## src/sv/ultrasonic_echo_ranger_defines.svh

```systemverilog
// Assertion macros used by the ultrasonic echo ranger sequencer RTL.
`ifndef ULTRASONIC_ECHO_RANGER_DEFINES_SVH
`define ULTRASONIC_ECHO_RANGER_DEFINES_SVH

// Same-edge implication, checked outside reset.
`define UER_ASSERT_NOW(lbl, ante, cons, msg) \
    lbl: assert property (@(posedge aclk) disable iff (!aresetn) (ante) |-> (cons)) \
        else $error(msg);

// Next-edge implication, checked outside reset.
`define UER_ASSERT_NEXT(lbl, ante, cons, msg) \
    lbl: assert property (@(posedge aclk) disable iff (!aresetn) (ante) |=> (cons)) \
        else $error(msg);

`endif

```

## src/sv/uer_pkg.sv

```systemverilog
// Types, codes and constants of the ultrasonic echo ranger.
package uer_pkg;

    localparam int TICK_W  = 16;
    localparam int TRIG_W  = 10;
    localparam int DIST_W  = 24;
    localparam int IDX_W   = 3;
    localparam int OUT_W   = 48;
    localparam int FRAC_SH = 8;

    typedef enum logic [2:0] {
        PH_IDLE      = 3'd0,
        PH_WAIT_LOW  = 3'd1,
        PH_TRIG      = 3'd2,
        PH_WAIT_RISE = 3'd3,
        PH_MEASURE   = 3'd4
    } phase_t;

    typedef enum logic [1:0] {
        ST_OK      = 2'd0,
        ST_STUCK   = 2'd1,
        ST_NO_RISE = 2'd2,
        ST_TIMEOUT = 2'd3
    } status_t;

    typedef enum logic [IDX_W-1:0] {
        REG_IDLE_TIMEOUT = 3'd0,
        REG_RISE_TIMEOUT = 3'd1,
        REG_ECHO_TIMEOUT = 3'd2,
        REG_TRIG_WIDTH   = 3'd3,
        REG_DIST_SCALE   = 3'd4
    } reg_idx_t;

    localparam logic [TICK_W-1:0] IDLE_TIMEOUT_RST = 16'd30000;
    localparam logic [TICK_W-1:0] RISE_TIMEOUT_RST = 16'd60000;
    localparam logic [TICK_W-1:0] ECHO_TIMEOUT_RST = 16'd40000;
    localparam logic [TRIG_W-1:0] TRIG_WIDTH_RST   = 10'd50;
    localparam logic [TICK_W-1:0] DIST_SCALE_RST   = 16'd1124;

    typedef struct packed {
        logic [TICK_W-1:0] idle_timeout_us;
        logic [TICK_W-1:0] rise_timeout_us;
        logic [TICK_W-1:0] echo_timeout_us;
        logic [TRIG_W-1:0] trigger_width_us;
    } timing_cfg_t;

    typedef struct packed {
        logic              trigger_level;
        logic              busy_res;
        logic              done_res;
        status_t           status;
        logic [TICK_W-1:0] pulse_width_us;
    } tick_res_t;

    function automatic logic [TICK_W-1:0] inc_sat(input logic [TICK_W-1:0] v);
        inc_sat = (v == {TICK_W{1'b1}}) ? v : v + TICK_W'(1);
    endfunction

endpackage

```

## src/sv/uer_fsm.sv

```systemverilog
// Measurement sequencer: phase, tick counter and per-tick result register.
`include "ultrasonic_echo_ranger_defines.svh"

module uer_fsm (
    input  logic               aclk,
    input  logic               aresetn,
    input  logic               in_accept,
    input  logic               start_request,
    input  logic               echo_level,
    input  uer_pkg::timing_cfg_t cfg,
    output uer_pkg::tick_res_t res_reg
);
    import uer_pkg::*;

    phase_t            phase_reg, phase_next;
    logic [TICK_W-1:0] count_reg, count_next;
    logic [TICK_W-1:0] count_inc;
    logic              done_next;
    status_t           status_next;
    logic [TICK_W-1:0] pulse_next;
    tick_res_t         res_next;

    assign count_inc = inc_sat(count_reg);

    // Next state, counter and held status
    always_comb begin
        phase_next  = phase_reg;
        count_next  = count_reg;
        status_next = res_reg.status;
        pulse_next  = res_reg.pulse_width_us;
        done_next   = 1'b0;
        unique case (phase_reg)
            PH_WAIT_LOW: begin
                if (!echo_level) begin
                    phase_next = PH_TRIG;
                    count_next = TICK_W'(1);
                end else begin
                    count_next = count_inc;
                    if (count_inc >= cfg.idle_timeout_us) begin
                        phase_next  = PH_IDLE;
                        count_next  = '0;
                        status_next = ST_STUCK;
                        pulse_next  = '0;
                        done_next   = 1'b1;
                    end
                end
            end
            PH_TRIG: begin
                if (count_reg >= TICK_W'(cfg.trigger_width_us)) begin
                    phase_next = PH_WAIT_RISE;
                    count_next = '0;
                end else begin
                    count_next = count_inc;
                end
            end
            PH_WAIT_RISE: begin
                if (echo_level) begin
                    phase_next = PH_MEASURE;
                    count_next = TICK_W'(1);
                    if (TICK_W'(1) >= cfg.echo_timeout_us) begin
                        phase_next  = PH_IDLE;
                        count_next  = '0;
                        status_next = ST_TIMEOUT;
                        pulse_next  = '0;
                        done_next   = 1'b1;
                    end
                end else begin
                    count_next = count_inc;
                    if (count_inc >= cfg.rise_timeout_us) begin
                        phase_next  = PH_IDLE;
                        count_next  = '0;
                        status_next = ST_NO_RISE;
                        pulse_next  = '0;
                        done_next   = 1'b1;
                    end
                end
            end
            PH_MEASURE: begin
                if (!echo_level) begin
                    phase_next  = PH_IDLE;
                    count_next  = '0;
                    status_next = ST_OK;
                    pulse_next  = count_reg;
                    done_next   = 1'b1;
                end else begin
                    count_next = count_inc;
                    if (count_inc >= cfg.echo_timeout_us) begin
                        phase_next  = PH_IDLE;
                        count_next  = '0;
                        status_next = ST_TIMEOUT;
                        pulse_next  = '0;
                        done_next   = 1'b1;
                    end
                end
            end
            default: begin
                phase_next = PH_IDLE;
                if (start_request) begin
                    phase_next = PH_WAIT_LOW;
                    count_next = '0;
                end
            end
        endcase
    end

    // Result fields for this tick
    always_comb begin
        res_next.trigger_level  = (phase_next == PH_TRIG);
        res_next.busy_res       = (phase_next != PH_IDLE);
        res_next.done_res       = done_next;
        res_next.status         = status_next;
        res_next.pulse_width_us = pulse_next;
    end

    always_ff @(posedge aclk) begin
        if (!aresetn) begin
            phase_reg <= PH_IDLE;
            count_reg <= '0;
            res_reg   <= '0;
        end else if (in_accept) begin
            phase_reg <= phase_next;
            count_reg <= count_next;
            res_reg   <= res_next;
        end
    end

    `UER_ASSERT_NOW(a_done_not_busy, res_reg.done_res, !res_reg.busy_res,
        "finished measurement still flagged busy")
    `UER_ASSERT_NOW(a_trig_phase, res_reg.trigger_level, phase_reg == PH_TRIG,
        "trigger high outside trigger phase")
    `UER_ASSERT_NOW(a_fail_zero, res_reg.done_res && (res_reg.status != ST_OK),
        res_reg.pulse_width_us == '0, "failed measurement reports a pulse width")
    `UER_ASSERT_NEXT(a_idle_hold, in_accept && (phase_reg == PH_IDLE) && !start_request,
        phase_reg == PH_IDLE, "left idle without a start request")

endmodule

```

## src/sv/uer_dist.sv

```systemverilog
// Distance multiply and output register of the result stream.
module uer_dist (
    input  logic                      aclk,
    input  logic                      aresetn,
    input  logic                      res_valid,
    input  uer_pkg::tick_res_t        res,
    input  logic [uer_pkg::TICK_W-1:0] scale_q16,
    output logic                      res_ready,
    output logic                      m_tvalid,
    input  logic                      m_tready,
    output logic [uer_pkg::OUT_W-1:0] m_tdata
);
    import uer_pkg::*;

    logic                   m_valid_reg, m_valid_next;
    logic [2*TICK_W-1:0]    product;
    logic [DIST_W-1:0]      dist_q8;
    logic [OUT_W-1:0]       data_reg;

    assign res_ready = !m_valid_reg || m_tready;
    assign product   = (2*TICK_W)'(res.pulse_width_us) * (2*TICK_W)'(scale_q16);
    assign dist_q8   = product[FRAC_SH +: DIST_W];

    always_comb begin
        m_valid_next = m_valid_reg;
        if (res_ready) begin
            m_valid_next = res_valid;
        end
    end

    always_ff @(posedge aclk) begin
        if (!aresetn) begin
            m_valid_reg <= 1'b0;
        end else begin
            m_valid_reg <= m_valid_next;
        end
    end

    always_ff @(posedge aclk) begin
        if (res_valid && res_ready) begin
            data_reg <= {3'b000, dist_q8, res.pulse_width_us, res.status,
                         res.done_res, res.busy_res, res.trigger_level};
        end
    end

    assign m_tvalid = m_valid_reg;
    assign m_tdata  = data_reg;

endmodule

```

## src/sv/ultrasonic_echo_ranger.sv

```systemverilog
// Ultrasonic echo ranger: takes one sample per microsecond tick and returns one result per
// tick, with a full transaction accepted every clock cycle while the result side keeps up.
// The sequencer register stage updates phase, counter and status, then the 16x16 distance
// multiply feeds the output register. A stalled output holds one result in each stage before
// input is back-pressured. Configuration writes are always accepted and are meant to be
// issued while no measurement result is outstanding.
module ultrasonic_echo_ranger (
    input  logic        aclk,
    input  logic        aresetn,
    input  logic        s_tvalid,
    output logic        s_tready,
    input  logic [7:0]  s_tdata,   // [0] start_request, [1] echo_level
    output logic        m_tvalid,
    input  logic        m_tready,
    output logic [47:0] m_tdata,   // [0] trigger_level, [1] busy_res, [2] done_res,
                                   // [4:3] status, [20:5] pulse_width_us, [44:21] distance_q8
    input  logic        cfg_valid,
    output logic        cfg_ready,
    input  logic [2:0]  cfg_index,
    input  logic [15:0] cfg_data
);
    import uer_pkg::*;

    timing_cfg_t       timing_reg;
    logic [TICK_W-1:0] scale_reg;
    logic              in_accept;
    logic              res_valid_reg, res_valid_next;
    logic              res_ready;
    tick_res_t         res;

    assign cfg_ready = 1'b1;

    // Register file; unknown indices are dropped
    always_ff @(posedge aclk) begin
        if (!aresetn) begin
            timing_reg.idle_timeout_us  <= IDLE_TIMEOUT_RST;
            timing_reg.rise_timeout_us  <= RISE_TIMEOUT_RST;
            timing_reg.echo_timeout_us  <= ECHO_TIMEOUT_RST;
            timing_reg.trigger_width_us <= TRIG_WIDTH_RST;
            scale_reg                   <= DIST_SCALE_RST;
        end else if (cfg_valid && cfg_ready) begin
            unique case (cfg_index)
                REG_IDLE_TIMEOUT: timing_reg.idle_timeout_us  <= cfg_data;
                REG_RISE_TIMEOUT: timing_reg.rise_timeout_us  <= cfg_data;
                REG_ECHO_TIMEOUT: timing_reg.echo_timeout_us  <= cfg_data;
                REG_TRIG_WIDTH:   timing_reg.trigger_width_us <= cfg_data[TRIG_W-1:0];
                REG_DIST_SCALE:   scale_reg                   <= cfg_data;
                default: ;
            endcase
        end
    end

    assign s_tready  = !res_valid_reg || res_ready;
    assign in_accept = s_tvalid && s_tready;

    always_comb begin
        res_valid_next = res_valid_reg;
        if (in_accept) begin
            res_valid_next = 1'b1;
        end else if (res_ready) begin
            res_valid_next = 1'b0;
        end
    end

    always_ff @(posedge aclk) begin
        if (!aresetn) begin
            res_valid_reg <= 1'b0;
        end else begin
            res_valid_reg <= res_valid_next;
        end
    end

    uer_fsm u_fsm (
        .aclk          (aclk),
        .aresetn       (aresetn),
        .in_accept     (in_accept),
        .start_request (s_tdata[0]),
        .echo_level    (s_tdata[1]),
        .cfg           (timing_reg),
        .res_reg       (res)
    );

    uer_dist u_dist (
        .aclk      (aclk),
        .aresetn   (aresetn),
        .res_valid (res_valid_reg),
        .res       (res),
        .scale_q16 (scale_reg),
        .res_ready (res_ready),
        .m_tvalid  (m_tvalid),
        .m_tready  (m_tready),
        .m_tdata   (m_tdata)
    );

endmodule
```

## config.mk

```make
export PLATFORM = sky130hd
export DESIGN_NAME = ultrasonic_echo_ranger
export DESIGN_NICKNAME = d
export VERILOG_FILES = /design/src/sv/uer_pkg.sv /design/src/sv/uer_fsm.sv /design/src/sv/uer_dist.sv /design/src/sv/ultrasonic_echo_ranger.sv
export VERILOG_INCLUDE_DIRS = /design/src /design/src/sv
export SDC_FILE = /design/constraint.sdc
export NUM_CORES = 1
export LEC_CHECK = 0
export BUFFER_PORTS_ARGS = -buffer_cell sky130_fd_sc_hd__buf_2
export CAP_MARGIN = 15
export CORE_ASPECT_RATIO = 0.5
export CORE_MARGIN = 5
export CORE_UTILIZATION = 44
export CTS_CLUSTER_DIAMETER = 150
export CTS_CLUSTER_SIZE = 8
export DETAILED_ROUTE_END_ITERATION = 8
export HOLD_SLACK_MARGIN = 0.12
export PLACE_DENSITY = 0.66
export SETUP_SLACK_MARGIN = 0.05
export SLEW_MARGIN = 5
export SYNTH_ARGS = -nofsm -noshare
export SYNTH_HDL_FRONTEND = slang
export SYNTH_SLANG_ARGS = --single-unit
```

## constraint.sdc

```tcl
create_clock -name aclk -period 6.1 [get_ports aclk]
set_clock_uncertainty 0.1 [all_clocks]
set_input_delay 0.61 -clock aclk [delete_from_list [all_inputs] [get_ports aclk]]
set_output_delay 0.61 -clock aclk [all_outputs]
set_load 0.01 [all_outputs]
```

### Yosys cells after proc, flatten, opt, wreduce, memory -nomap -nowiden

Index checks and enable logic that the tools add are counted.

| word-level totals | value |
|---|---|
| register bits | 161 |
| input port bits | 32 |
| logic and storage cells | 102 |

| cells by class | value |
|---|---|
| add/sub/neg operators | 1 |
| $mul | 1 |
| $lt $le $gt $ge | 5 |
| eq/ne operators | 15 |
| multiplexer cells | 47 |
| reduce and logical (&&, ||, !) cells | 18 |

Operators with widths:

| cell | count |
|---|---|
| 16-bit 2-to-1 mux | 16 |
| 16-bit case mux with 4 select lines | 1 |
| 16-bit greater-or-equal comparator | 3 |
| 16-bit case mux with 3 select lines | 1 |
| 16-bit by 16-bit multiplier with 32-bit output | 1 |
| 3-bit 2-to-1 mux | 8 |
| 16-bit by 1-bit adder with 16-bit output, second input constant | 1 |
| 16-bit == test, second input constant | 1 |
| 1-bit by 16-bit greater-or-equal comparator with 1-bit output, first input constant | 1 |
| 16-bit by 10-bit greater-or-equal comparator with 1-bit output | 1 |
| 3-bit by 2-bit == test with 1-bit output, second input constant | 5 |
| 2-bit 2-to-1 mux | 7 |
| 3-bit case mux with 4 select lines | 1 |
| 2-bit AND reduction | 6 |
| 1-bit 2-to-1 mux | 11 |
| 3-bit by 2-bit inequality test with 1-bit output, second input constant | 3 |
| 7-bit AND reduction | 1 |
| 3-bit by 1-bit == test with 1-bit output, second input constant | 2 |
| 3-bit == test, second input constant | 2 |
| 2-bit case mux with 3 select lines | 1 |
| 3-bit nonzero test | 2 |
| 5-bit nonzero test | 1 |
| 3-bit logical NOT | 1 |
| 1-bit case mux with 3 select lines | 1 |
| 6 further kinds | 9 |

### Longest topological paths before layout

| logic depth | value |
|---|---|
| depth in word-level cells | 7 |
| gate-level depth with buffers | 24 |

### Modules after synthesis

Synthesis repeated with hierarchy kept, for this count alone.

| second synthesis, totals | value |
|---|---|
| cells, all modules | 1721 |
| area, all modules | 16002.8 µm² |

By module, submodules not included:

| module | instances | cells each | area an instance (µm²) |
|---|---|---|---|
| uer_dist | 1 | 991 | 9599.2 |
| uer_fsm | 1 | 444 | 3472.1 |
| ultrasonic_echo_ranger | 1 | 286 | 2931.6 |

### Worst setup path before layout

Ideal clock, no wire load.

| timing path | value |
|---|---|
| path type | register -> register |
| start point | register scale_reg[7] |
| end point | register u_dist.data_reg[43], in the netlist u_dist.m_tdata[43], data pin |
| library setup time | 0.258 ns |
| arrival | 5.931 ns |
| required time | 5.742 ns |
| setup slack | -0.188 ns |
| stages on the path, launching flop included | 23 |
| buffers on the path | 2 |
| cell sequence | dfxtp_1 clkbuf_1 clkbuf_1 nand2_1 fa_1 inv_1 fa_1 fa_1 fa_1 fa_1 inv_1 fa_1 inv_1 ha_1 a21oi_1 o21ai_1 nor4_1 a21oi_1 a21oi_2 nand3b_1 a221o_1 a21oi_1 xnor2_1 |

| on the way | value |
|---|---|
| longest elaborated chain between the ends | 1 |

Ends and longest elaborated chain:

| what | RTL line | RTL |
|---|---|---|
| from (decl) | ultrasonic_echo_ranger.sv:25 | `logic [TICK_W-1:0] scale_reg;` |
| from (signal assigned) | ultrasonic_echo_ranger.sv:47 | `REG_DIST_SCALE: scale_reg <= cfg_data;` |
| 16-bit by 16-bit multiplier with 32-bit output | uer_dist.sv:21 | `assign product = (2*TICK_W)'(res.pulse_width_us) * (2*TICK_W)'(scale_q16);` |
| named net u_dist.product[30] | uer_dist.sv:16 | `logic [2*TICK_W-1:0] product;` |
| to (signal assigned) | uer_dist.sv:41 | `data_reg <= {3'b000, dist_q8, res.pulse_width_us, res.status,` |
| to (decl) | uer_dist.sv:18 | `logic [OUT_W-1:0] data_reg;` |

The timed path passes the listed nets, and every way through them passes these cells.
A chain may end at the register's enable or synchronous reset.

### Worst setup path in the final report

| timing path | value |
|---|---|
| start point | register scale_reg[4] |
| end point | register u_dist.data_reg[43], in the netlist u_dist.m_tdata[43], data pin |

The elaborated chain is that of the path after synthesis.

==> metrics.txt <==
final setup fails 1; hold_sp s_tvalid; Buf+Inv Stages, Crit Path 4; number of max-cap violations 0; FFs w/ async S/R, synth 0%; Power Total ~2.4 mW; Slew HR 44.33%; DIE HEIGHT approximately 140 microns; Hold Crit Depth 3; Synth Instances ~1700; setup slack after layout -2.908 ps; Final ANT Viol Nets 0; Residual DRC 0; clock buffer count from CTS 17; CTS H-Tree Depth 4; number of buffers added on ports around 70; slowest CP cell fa_1; setup repair after global routing missed its margin true; # IOs 83; critical path's top delay family adder cells; routability cong. about 0.86; CP endpoint kind flop; Starting DRT DRC Count 676; Max clock buf depth 2; Pins Over Slew Limit 0; failing checks setup timing; core area between 0.03 and 0.04 sq mm; DPL Wire Length 29.82 mm; pwr dens 134.6 mW/mm^2; worst path cell trace and2_4 -> fa_1 -> inv_1 -> fa_1 -> fa_1 -> inv_2 -> fa_1 -> fa_1 -> inv_1 -> fa_1 -> inv_1 -> ha_4 -> nand4_1 -> o21bai_2 -> nor4_4 -> a21oi_4 -> a21oi_4 -> nand3b_1 -> a221o_1 -> a21oi_2 -> xnor2_1; Chip Width 275.8 microns; CTS Root Cell clkbuf_16; worst-path fanout max 6; CTS clk-pin slew, worst paths around 70 ps; initial antenna violation count 1; WL final 37.94 mm; Crit path largest cell delay a little under 600 ps; Worst Setup Path Type flop to flop; most frequent cells in the layout 320 x nand2_1, 270 x inv_1, 191 x fa_1; area grow syn2layout 15.68%; row count between 40 and 50; Worst Max-Slew Pin Slew between 800 and 900 ps; Max VDD drop 0.0002013 V; DR WL/cell about 16 microns; FF-to-FF End u_dist.m_tdata[43]$_DFFE_PP_; yosys warns 0; status complete, but fails checks; met1 GRT Util between 30 and 40%; largest net degree at the start of global routing between 80 and 90; met3 Usage GRT 4.063%; Hold Vio Cnt, Final 0; worst reg2reg path depth 21; Required @ worst endpoint 6200 ps; Mapped Area approximately 0.016 sq mm; die area a little under 0.04 sq mm; R2R Setup Slk -3 ps; DRT Pass-1 Iters 5; global-route wire length before repair approximately 63 mm; most common cell after layout, fill and taps aside nand2_1; Critical Path Most Common Cell fa_1; hold path endpoint res_valid_reg$_SDFFE_PN0P_; vias in the first global route ~12000; Antenna Diode Count 0; flop and latch count out of synthesis about 160; Main synth FF type dfxtp_1; WP data arrival roughly 6200 ps; Vias around 12000; TritonCTS clock tree built; Period minus WS final roughly 6100 ps; final net count 2227; EDFF count, synth 45; Fmax approximately 0.16 GHz; syn avg cell area between 9 and 10 sq um; post-synthesis sequential area ratio a little under a quarter; synth unique cells 63; met2 Track Usage GR a little under a third; Skew-Pair Late Insertion Delay between 400 and 500 ps; CP startpoint kind flop; layout cell share with drive strength beyond 1 between 15 and 20%; GRT Overall Usage ~20%; Largest register FFs 58; GRT Max-Usage Layer met2; total congestion overflow 0; vias per inst 5.083; Hold Path Class input pin to flop; Pleak between 8 and 9 nW; Initial Util between 40% and 50%; final period utilization 100.0%; CTS Sinks approximately 160; reg2reg start scale_reg[4]$_SDFFE_PN0P_; setup TNS -2.908 ps
## logic make-up after synthesis
kind of cell | count (synthesis) | synth area share (%)
fa+ha+maj | 353 | 37.75
simple gates | 589 | 18.01
other cells | 2 | 0.04833
compound gates | 216 | 9.654
buf+inv | 352 | 8.752
mux | 5 | 0.3462
flops | 161 | 23.64
xor+xnor | 32 | 1.804
## Yosys cell counts (3+ instances only)
cell type / n / area share (%)
nor2b_1: 10 / 0.40
nand3_1: 45 / 1.4
and3_1: 7 / 0.28
a22o_1: 12 / 0.68
nand2b_1: 7 / 0.28
nand4_1: 12 / 0.48
xnor2_1: 24 / 1.4
o31ai_1: 3 / 0.14
and2_1: 122 / 4.9
a211oi_1: 5 / 0.24
o21ai_1: 4 / 0.13
a21oi_2: 3 / 0.17
nand3b_1: 3 / 0.14
o211a_1: 3 / 0.19
buf_2: 4 / 0.13
mux2_2: 3 / 0.22
edfxtp_1: 45 / 8.7
or2_2: 5 / 0.20
nor2_1: 28 / 0.68
nand2_1: 320 / 7.7
a21boi_0: 49 / 2.4
o211ai_1: 26 / 1.3
fa_1: 193 / 25
nor3_1: 8 / 0.26
inv_1: 276 / 6.7
o21ai_0: 27 / 0.87
xor2_1: 8 / 0.45
a21o_1: 21 / 1.0
nor4_1: 6 / 0.24
and4_1: 8 / 0.45
a21oi_1: 40 / 1.3
clkbuf_1: 64 / 1.5
ha_1: 160 / 13
o21a_1: 5 / 0.24
buf_4: 5 / 0.24
dfxtp_1: 116 / 15
## report_power, final
part / internal [mW] / switching (mW)
clock: 0.588 / 0.512
sequential: 1.12 / 0.0198
combinational: 0.0620 / 0.115
total: 1.77 / 0.647
## per-stage QoR
step | instance area [sq um] | hold slack, ps | setup WS, ps | util [%] | std cells
6_report | 17980 | 315.9 | -2.908 | 51.88 | 2330
5_1_grt | 17980 | 313.2 | -175.4 | 51.88 | 2330
4_1_cts | 17810 | 300.5 | 56.45 | 51.39 | 2327
3_5_place_dp | 17020 | 320.7 | -363.7 | 49.12 | 2292
3_3_place_gp | 17020 | 319.6 | -316.3 | 49.12 | 2292
2_1_floorplan | 15630 | 308.1 | 50.36 | - | 1712
## metal layers
metal / share of wire [%] / up-vias
li1: - / 5709
met4: 0.88 / 0
met1: 50 / 5828
met2: 44 / 278
met5: 0 / -
met3: 5.8 / 28
## worst register-to-register path, cell delays in order (launching register included)
cell	delay, ps
dfxtp_4	370
and2_4	160
fa_1	540
inv_1	60
fa_1	460
fa_1	590
inv_2	50
fa_1	490
fa_1	490
inv_1	50
fa_1	520
inv_1	60
ha_4	240
nand4_1	130
o21bai_2	120
nor4_4	350
a21oi_4	120
a21oi_4	200
nand3b_1	180
a221o_1	380
a21oi_2	150
xnor2_1	70
## cell type report
class,instances,area (sq um)
multi-input combinational,1199,10770
clock inverter,14,147.6
sequential,161,3747
tap,475,594.3
inverter,276,1036
timing repair buffer,187,1246
fill,3236,16680
clock buffer,18,439.2
## timing repair
item | 4_1_cts | 5_1_grt
setup endpoints to repair | 9 | 10
pin swaps | 28 | 6
hold buffers | 0 | 0
buffers inserted | 3 | 2
gates resized for setup | 57 | 40
## worst max path at each step
stage,slack (ps),depth (start not counted),from,to
3_3_place_gp,-320,21,u_fsm.res_reg[6]$_SDFFE_PN0P_,u_dist.m_tdata[43]$_DFFE_PP_
2_1_floorplan,50,21,scale_reg[1]$_SDFFE_PN0P_,u_dist.m_tdata[43]$_DFFE_PP_
4_1_cts,60,21,scale_reg[6]$_SDFFE_PN1P_,u_dist.m_tdata[43]$_DFFE_PP_
6_report,-3,21,scale_reg[4]$_SDFFE_PN0P_,u_dist.m_tdata[43]$_DFFE_PP_
3_5_place_dp,-360,22,u_fsm.res_reg[6]$_SDFFE_PN0P_,u_dist.m_tdata[43]$_DFFE_PP_
5_1_grt,-180,22,scale_reg[6]$_SDFFE_PN1P_,u_dist.m_tdata[43]$_DFFE_PP_
Note: power is estimated with default switching activity, not from simulation.
